--- src/sv/cbrb_pkg.sv ---
`timescale 1ns / 1ps

package cbrb_pkg;

  localparam int OpW     = 2;
  localparam int ByteW   = 8;
  localparam int LenW    = 10;
  localparam int CountW  = 7;
  localparam int StatusW = 2;
  localparam int FillW   = 8;

  typedef enum logic [OpW-1:0] {
    OP_APPEND  = 2'd0,
    OP_CONSUME = 2'd1,
    OP_CLEAR   = 2'd2,
    OP_TAKE    = 2'd3
  } op_t;

  localparam logic [StatusW-1:0] STS_OK       = 2'd0;
  localparam logic [StatusW-1:0] STS_REJECT   = 2'd1;
  localparam logic [StatusW-1:0] STS_OVERFLOW = 2'd2;

endpackage

--- src/sv/chunked_byte_ring_buffer.sv ---
`timescale 1ns / 1ps

// Byte ring buffer that admits whole chunks. Each request is taken when start is high and
// busy is low, and busy then stays high until the request's last result has been issued.
// Append, clear, take and rejected or zero-length consume requests give one result, registered
// from the execute state, and are busy only in that state. A consume of n bytes is busy through
// the execute and read states and gives its n results one byte per cycle, paced by
// the single read port of the byte store. Every result is shown for exactly one cycle with
// out_strobe high and cannot be held off, so the receiver must take it in that cycle.
module chunked_byte_ring_buffer #(
  parameter int CAPACITY    = 256,
  parameter int MAX_CONSUME = 64
) (
  input  logic                              clk,
  input  logic                              rst_n,
  input  logic                              start,
  output logic                              busy,
  input  logic [cbrb_pkg::OpW-1:0]          in_op,
  input  logic [cbrb_pkg::ByteW-1:0]        in_data_byte,
  input  logic                              in_first_of_chunk,
  input  logic [cbrb_pkg::LenW-1:0]         in_chunk_length,
  input  logic [cbrb_pkg::CountW-1:0]       in_consume_count,
  output logic                              out_strobe,
  output logic [cbrb_pkg::StatusW-1:0]      out_status,
  output logic [cbrb_pkg::ByteW-1:0]        out_read_byte,
  output logic                              out_last,
  output logic [cbrb_pkg::FillW-1:0]        out_fill_level,
  output logic                              out_overflow_seen
);

  localparam int PW = $clog2(CAPACITY);
  localparam int SW = ((PW > cbrb_pkg::LenW) ? PW : cbrb_pkg::LenW) + 1;
  localparam logic [PW-1:0] PtrLast = PW'(CAPACITY - 1);
  localparam logic [SW-1:0] CapWide = SW'(CAPACITY);
  localparam logic [cbrb_pkg::CountW-1:0] MaxCnt = cbrb_pkg::CountW'(MAX_CONSUME);

  typedef enum logic [1:0] {
    ST_IDLE,
    ST_EXEC,
    ST_READ
  } state_t;

  function automatic logic [PW-1:0] advance(input logic [PW-1:0] p);
    advance = (p == PtrLast) ? '0 : p + 1'b1;
  endfunction

  logic [cbrb_pkg::ByteW-1:0] mem [CAPACITY];
  logic [cbrb_pkg::ByteW-1:0] rd_q_r;

  state_t                          state_r, state_nxt;
  cbrb_pkg::op_t                   op_r, op_nxt;
  logic [cbrb_pkg::ByteW-1:0]      byte_r, byte_nxt;
  logic                            first_r, first_nxt;
  logic [cbrb_pkg::LenW-1:0]       len_r, len_nxt;
  logic [cbrb_pkg::CountW-1:0]     cnt_r, cnt_nxt;
  logic [PW-1:0]                   rp_r, rp_nxt;
  logic [PW-1:0]                   wp_r, wp_nxt;
  logic [PW-1:0]                   sp_r, sp_nxt;
  logic [PW-1:0]                   fill_r, fill_nxt;
  logic [cbrb_pkg::LenW-1:0]       rem_r, rem_nxt;
  logic [cbrb_pkg::LenW-1:0]       clen_r, clen_nxt;
  logic                            adm_r, adm_nxt;
  logic                            ovf_r, ovf_nxt;
  logic                            strobe_r, strobe_nxt;
  logic [cbrb_pkg::StatusW-1:0]    status_r, status_nxt;
  logic                            last_r, last_nxt;
  logic                            sel_r, sel_nxt;
  logic [cbrb_pkg::FillW-1:0]      fill_out_r, fill_out_nxt;
  logic                            ovf_out_r, ovf_out_nxt;

  logic                            mem_we;
  logic [PW-1:0]                   mem_waddr;
  logic                            mem_re;

  logic [SW-1:0]                   fill_w;
  logic [SW-1:0]                   len_w;
  logic [PW-1:0]                   base_p;
  logic [cbrb_pkg::LenW-1:0]       base_rem;
  logic [cbrb_pkg::LenW-1:0]       base_clen;
  logic [PW-1:0]                   sp_adv;

  assign busy           = (state_r != ST_IDLE);
  assign out_strobe     = strobe_r;
  assign out_status     = status_r;
  assign out_read_byte  = sel_r ? rd_q_r : '0;
  assign out_last       = last_r;
  assign out_fill_level = fill_out_r;
  assign out_overflow_seen = ovf_out_r;

  assign fill_w = SW'(fill_r);
  assign len_w  = SW'(len_r);

  always_comb begin
    state_nxt    = state_r;
    op_nxt       = op_r;
    byte_nxt     = byte_r;
    first_nxt    = first_r;
    len_nxt      = len_r;
    cnt_nxt      = cnt_r;
    rp_nxt       = rp_r;
    wp_nxt       = wp_r;
    sp_nxt       = sp_r;
    fill_nxt     = fill_r;
    rem_nxt      = rem_r;
    clen_nxt     = clen_r;
    adm_nxt      = adm_r;
    ovf_nxt      = ovf_r;
    strobe_nxt   = 1'b0;
    status_nxt   = cbrb_pkg::STS_OK;
    last_nxt     = 1'b1;
    sel_nxt      = 1'b0;
    fill_out_nxt = fill_out_r;
    ovf_out_nxt  = 1'b0;
    mem_we       = 1'b0;
    mem_waddr    = sp_r;
    mem_re       = 1'b0;
    base_p       = first_r ? wp_r : sp_r;
    base_rem     = first_r ? len_r : rem_r;
    base_clen    = first_r ? len_r : clen_r;
    sp_adv       = advance(base_p);

    case (state_r)
      ST_IDLE: begin
        if (start) begin
          op_nxt    = cbrb_pkg::op_t'(in_op);
          byte_nxt  = in_data_byte;
          first_nxt = in_first_of_chunk;
          len_nxt   = in_chunk_length;
          cnt_nxt   = in_consume_count;
          state_nxt = ST_EXEC;
        end
      end
      ST_EXEC: begin
        strobe_nxt = 1'b1;
        state_nxt  = ST_IDLE;
        case (op_r)
          cbrb_pkg::OP_APPEND: begin
            if (first_r) begin
              sp_nxt  = wp_r;
              adm_nxt = 1'b0;
              rem_nxt = '0;
            end
            if (first_r && (len_r == '0 || len_w >= CapWide)) begin
              status_nxt = cbrb_pkg::STS_REJECT;
            end else if (first_r && (len_w + fill_w >= CapWide)) begin
              status_nxt = cbrb_pkg::STS_OVERFLOW;
              ovf_nxt    = 1'b1;
              rem_nxt    = len_r - 1'b1;
            end else if (!first_r && rem_r == '0) begin
              status_nxt = cbrb_pkg::STS_REJECT;
            end else if (!first_r && !adm_r) begin
              status_nxt = cbrb_pkg::STS_REJECT;
              rem_nxt    = rem_r - 1'b1;
            end else begin
              mem_we    = 1'b1;
              mem_waddr = base_p;
              sp_nxt    = sp_adv;
              rem_nxt   = base_rem - 1'b1;
              clen_nxt  = base_clen;
              adm_nxt   = 1'b1;
              if (base_rem == 10'd1) begin
                wp_nxt   = sp_adv;
                adm_nxt  = 1'b0;
                fill_nxt = fill_r + PW'(base_clen);
              end
            end
            fill_out_nxt = cbrb_pkg::FillW'(SW'(fill_nxt));
          end
          cbrb_pkg::OP_CONSUME: begin
            if (cnt_r > MaxCnt || SW'(cnt_r) > fill_w) begin
              status_nxt   = cbrb_pkg::STS_REJECT;
              fill_out_nxt = cbrb_pkg::FillW'(fill_w);
            end else if (cnt_r == '0) begin
              fill_out_nxt = cbrb_pkg::FillW'(fill_w);
            end else begin
              strobe_nxt   = 1'b0;
              fill_nxt     = fill_r - PW'(cnt_r);
              fill_out_nxt = cbrb_pkg::FillW'(fill_w - SW'(cnt_r));
              state_nxt    = ST_READ;
            end
          end
          cbrb_pkg::OP_CLEAR: begin
            rp_nxt       = wp_r;
            fill_nxt     = '0;
            ovf_nxt      = 1'b0;
            fill_out_nxt = '0;
          end
          cbrb_pkg::OP_TAKE: begin
            ovf_out_nxt  = ovf_r;
            ovf_nxt      = 1'b0;
            fill_out_nxt = cbrb_pkg::FillW'(fill_w);
          end
          default: begin
            status_nxt = cbrb_pkg::STS_REJECT;
          end
        endcase
      end
      ST_READ: begin
        mem_re     = 1'b1;
        rp_nxt     = advance(rp_r);
        cnt_nxt    = cnt_r - 1'b1;
        strobe_nxt = 1'b1;
        sel_nxt    = 1'b1;
        last_nxt   = (cnt_r == 7'd1);
        if (cnt_r == 7'd1) begin
          state_nxt = ST_IDLE;
        end
      end
      default: begin
        state_nxt = ST_IDLE;
      end
    endcase
  end

  always_ff @(posedge clk) begin
    if (!rst_n) begin
      state_r    <= ST_IDLE;
      op_r       <= cbrb_pkg::OP_APPEND;
      byte_r     <= '0;
      first_r    <= 1'b0;
      len_r      <= '0;
      cnt_r      <= '0;
      rp_r       <= '0;
      wp_r       <= '0;
      sp_r       <= '0;
      fill_r     <= '0;
      rem_r      <= '0;
      clen_r     <= '0;
      adm_r      <= 1'b0;
      ovf_r      <= 1'b0;
      strobe_r   <= 1'b0;
      status_r   <= cbrb_pkg::STS_OK;
      last_r     <= 1'b0;
      sel_r      <= 1'b0;
      fill_out_r <= '0;
      ovf_out_r  <= 1'b0;
    end else begin
      state_r    <= state_nxt;
      op_r       <= op_nxt;
      byte_r     <= byte_nxt;
      first_r    <= first_nxt;
      len_r      <= len_nxt;
      cnt_r      <= cnt_nxt;
      rp_r       <= rp_nxt;
      wp_r       <= wp_nxt;
      sp_r       <= sp_nxt;
      fill_r     <= fill_nxt;
      rem_r      <= rem_nxt;
      clen_r     <= clen_nxt;
      adm_r      <= adm_nxt;
      ovf_r      <= ovf_nxt;
      strobe_r   <= strobe_nxt;
      status_r   <= status_nxt;
      last_r     <= last_nxt;
      sel_r      <= sel_nxt;
      fill_out_r <= fill_out_nxt;
      ovf_out_r  <= ovf_out_nxt;
    end
  end

  always_ff @(posedge clk) begin
    if (mem_we) begin
      mem[mem_waddr] <= byte_r;
    end
    if (mem_re) begin
      rd_q_r <= mem[rp_r];
    end
  end

endmodule
--- config.mk ---
export PLATFORM = sky130hd
export DESIGN_NAME = chunked_byte_ring_buffer
export DESIGN_NICKNAME = d
export VERILOG_FILES = /design/src/sv/cbrb_pkg.sv /design/src/sv/chunked_byte_ring_buffer.sv
export SDC_FILE = /design/constraint.sdc
export NUM_CORES = 2
export LEC_CHECK = 0
export BUFFER_PORTS_ARGS = -buffer_cell sky130_fd_sc_hd__buf_2
export CORE_MARGIN = 2
export CORE_UTILIZATION = 57
export CTS_BUF_LIST = sky130_fd_sc_hd__clkbuf_4 sky130_fd_sc_hd__clkbuf_8 sky130_fd_sc_hd__clkbuf_16
export DETAILED_ROUTE_END_ITERATION = 8
export HOLD_SLACK_MARGIN = 0.15
export PLACE_DENSITY = 0.74
export SYNTH_ARGS = -nofsm -noshare
export SYNTH_HDL_FRONTEND = slang
export SYNTH_SLANG_ARGS = --single-unit
--- constraint.sdc ---
create_clock -name clk -period 4 [get_ports clk]
set_clock_uncertainty 0.1 [all_clocks]
set_input_delay 0 -clock clk [delete_from_list [all_inputs] [get_ports clk]]
set_output_delay 0 -clock clk [all_outputs]
set_load 0.05 [all_outputs]
==> run_results.csv <==
group,metric,value,unit
critical_path,critPathKind,"reg -> reg",
sta,maxSlewHeadroom,0.1512,
cells_and_area,drive_above_1_share,0.2799,
sta,slew_violations,0,
clocking,cts_buffer_depth,3,
global_route,grt_usage,0.3057,
synth,synthCells,4531,
clocking,htreeDepth,4,
detailed_routing,drt_iter0_markers,7087,
run_status,run_status,"finished, final reports clean",
critical_path,r2r_end,"rd_q_r[5]$_DFFE_PP_",
sta,rsz0062_at_grt,"true",
detailed_routing,drc,0,
cells_and_area,area_growth,15.31,%
critical_path,endpoint,"rd_q_r[5]$_DFFE_PP_",
sta,max_freq,0.2534,GHz
synth,synth_edf_count,2056,
synth,synth_nets,4604,
detailed_routing,drtPass1Iterations,7,
floorplanning,start_util,0.5720,
sta,period_needed,3.946,ns
clocking,cts_root_buf,"clkbuf_16",
pwr,leakagePower,31.51,nW
cells_and_area,top_register,"mem",
cells_and_area,fill_cells,9600,
clocking,tritoncts,"done",
floorplanning,fp-row-count,143,
placed_design,hpwl,148.5,mm
cells_and_area,seq_area,0.06371,mm²
detailed_routing,ant_nets,0,
sta,hold_viol_final,0,
clocking,cts_buffers,201,
synth,yosysTopAreaCell,"edfxtp_1",
placed_design,portBuffers,52,
sta,fin_setup_tns,0,ns
global_route,antenna_found_initial,9,
critical_path,worst-r2r-setup-slack,0.05,ns
critical_path,end_kind,"flip-flop",
synth,ys.warnings.count,0,
detailed_routing,avgRoutedWirePerCell,32.93,µm
cells_and_area,largest_reg_flops,2048,
floorplanning,num_io_pins,53,
synth,synthDominantCellAreaShare,0.7122,
min_path,hold_depth,4,
clocking,clock_latency,0.86,ns
critical_path,arrival,4.45,ns
cells_and_area,top_regs,"mem (2048), len_r (10), rem_r (10)",
synth,postSynthAreaPerCell,19.13,µm²
floorplanning,die_h,394.0,µm
cells_and_area,multiInputGateArea,0.02174,mm²
floorplanning,dieArea,0.1552,mm²
sta,setup_viol,0,
detailed_routing,wl,236.4,mm
min_path,hp-class,"in -> reg",
synth,ys.flop_type,"edfxtp_1",
cells_and_area,fin_nets,5046,
sta,max_slew.worst_pin.slew,1.270,ns
critical_path,ff2ff_path_depth,8,
clocking,clk_pin_slew_worst_paths,0.07,ns
floorplanning,die_w,394.0,µm
critical_path,reg2reg_from,"rp_r[1]$_SDFFE_PN0P_",
critical_path,required,4.50,ns
clocking,cts_sinks,2152,
synth,ys_seq_area_frac,0.7343,
job,drv_cap,0,
critical_path,critPathMaxFanout,25,
critical_path,startpoint,"rp_r[1]$_SDFFE_PN0P_",
sta,min_period_over_period,0.9864,
synth,synth_most_common_cell,"edfxtp_1",
floorplanning,design.core.area,0.1515,mm²
pwr,power_density,471.4,mW/mm²
global_route,grt_pass1_vias,48170,
synth,synthArstFlopShare,0,
critical_path,startpoint_type,"flip-flop",
synth,synth_area_leaders,"edfxtp_1 (71%), mux4_2 (14%), dfxtp_1 (2.2%), nor2_1 (1.4%), mux2i_1 (1.2%)",
global_route,grt-ovfl-total,0,
synth,synth_seq_cells,2152,
cells_and_area,design_area,0.09997,mm²
pwr,ir_drop,429.4,µV
detailed_routing,routed-via-count,48660,
global_route,grt_pass1_wl,341.3,mm
placed_design,dpl_cell_area,0.09180,mm²
detailed_routing,viasPerCell,6.777,
synth,synth_area,0.08669,mm²
placed_design,gp_congestion,0.9586,
global_route,grt_max_degree,153,
synth,synthTopCellsByCount,"edfxtp_1 (2056), mux4_2 (535), nor2_1 (327), nand2_1 (148), clkbuf_1 (122)",
synth,ys_types,83,
[logic make-up after synthesis]
group | after synthesis | share of synthesized area
XOR/XNOR | 34 | 0.003435
AND/OR/NAND/NOR | 825 | 0.04546
adder cells (fa/ha/maj) | 42 | 0.006322
AO/OA/AOI/OAI | 500 | 0.03914
flip-flops | 2152 | 0.7343
buffers and inverters | 320 | 0.01778
multiplexers | 658 | 0.1535
[repair_timing]
item                                   in CTS  in global routing
gates resized for setup                     3                 74
buffers inserted                            0                  9
pin swaps                                   0                  0
hold buffers                              103                  0
setup endpoints to repair                  14               1226
endpoints found under the hold margin      60                  0
[per-stage QoR]
step | hold slack [ns] | cells | setup WS (ns) | power, mW | utilization
6_report | 0.2259 | 7180 | 0.05434 | 47.13 | 0.6596
3_5_place_dp | 0.1408 | 6688 | -0.01810 | 27.76 | 0.6058
2_1_floorplan | 0.02853 | 4531 | 0.3554 | 26.85 | -
3_3_place_gp | 0.1424 | 6688 | 0.06286 | 27.72 | 0.6058
4_1_cts | 0.1528 | 7166 | 0.008281 | 47.16 | 0.6578
5_1_grt | 0.2249 | 7175 | -0.06989 | 48.21 | 0.6596
[metal layers]
| metal | track usage | share of wire | vias to the layer above |
|---|---|---|---|
| li1 | - | - | 19540 |
| met1 | 0.4272 | 0.36 | 24840 |
| met2 | 0.4684 | 0.47 | 3653 |
| met3 | 0.07746 | 0.13 | 619 |
| met4 | 0.1210 | 0.043 | 8 |
| met5 | 0 | 0.00022 | - |
[area by class of cell]
class,instances,area share
Tap cell,2030,0.02541
Clock inverter,147,0.01593
Antenna cell,5,0.0001252
Sequential cell,2152,0.6373
Multi-Input combinational cell,2059,0.2175
Timing Repair Buffer,519,0.04968
Inverter,40,0.001502
Clock buffer,228,0.05252
[critical path, cell delays in order, from the launching register on]
cell and delay (ns):
dfxtp_4 0.76, buf_12 0.30, buf_4 0.34, mux4_2 0.38, mux4_2 0.46, nand2b_1 0.15, o2111ai_1 0.25, o311ai_0 0.44
or3_1 0.45
[how the worst min path moves through the flow]
stage	startpoint	end	slack, ns
2_1_floorplan	in_data_byte[0]	byte_r[0]$_SDFFE_PN0P_	0.03
3_3_place_gp	in_data_byte[2]	byte_r[2]$_SDFFE_PN0P_	0.14
3_5_place_dp	in_data_byte[3]	byte_r[3]$_SDFFE_PN0P_	0.14
4_1_cts	rst_n	sp_r[3]$_SDFFE_PN0P_	0.15
5_1_grt	rst_n	fill_r[1]$_SDFFE_PN0P_	0.22
6_report	rst_n	out_fill_level[1]$_SDFFE_PN0P_	0.23
[report_power, final]
group / leakage [nW] / internal, mW / switching (mW)
combinational: 8.46 / 0.941 / 1.53
sequential: 19.7 / 24.8 / 0.194
clock: 3.37 / 11.1 / 8.55
[layout by cell type, fill, tap and decap left out, types with 35 or more instances in the layout]
master	netlist	layout
edfxtp_1	2056	2056
mux4_2	535	535
buf_4	42	288
nor2_1	327	252
clkbuf_16	0	202
nand2_1	148	148
dlygate4sd3_1	0	103
mux2i_1	101	101
a21oi_1	99	99
nor3_1	90	90
dfxtp_1	96	81
buf_12	0	75
nor2_2	1	73
o21ai_0	72	71
a22oi_1	64	64
nand3_1	53	53
buf_2	86	52
clkinv_2	0	47
o22ai_1	49	46
clkinv_1	3	44
nand2b_1	39	39
ha_1	39	38
inv_1	36	35
No activity file was read; power rests on OpenSTA's default activity.
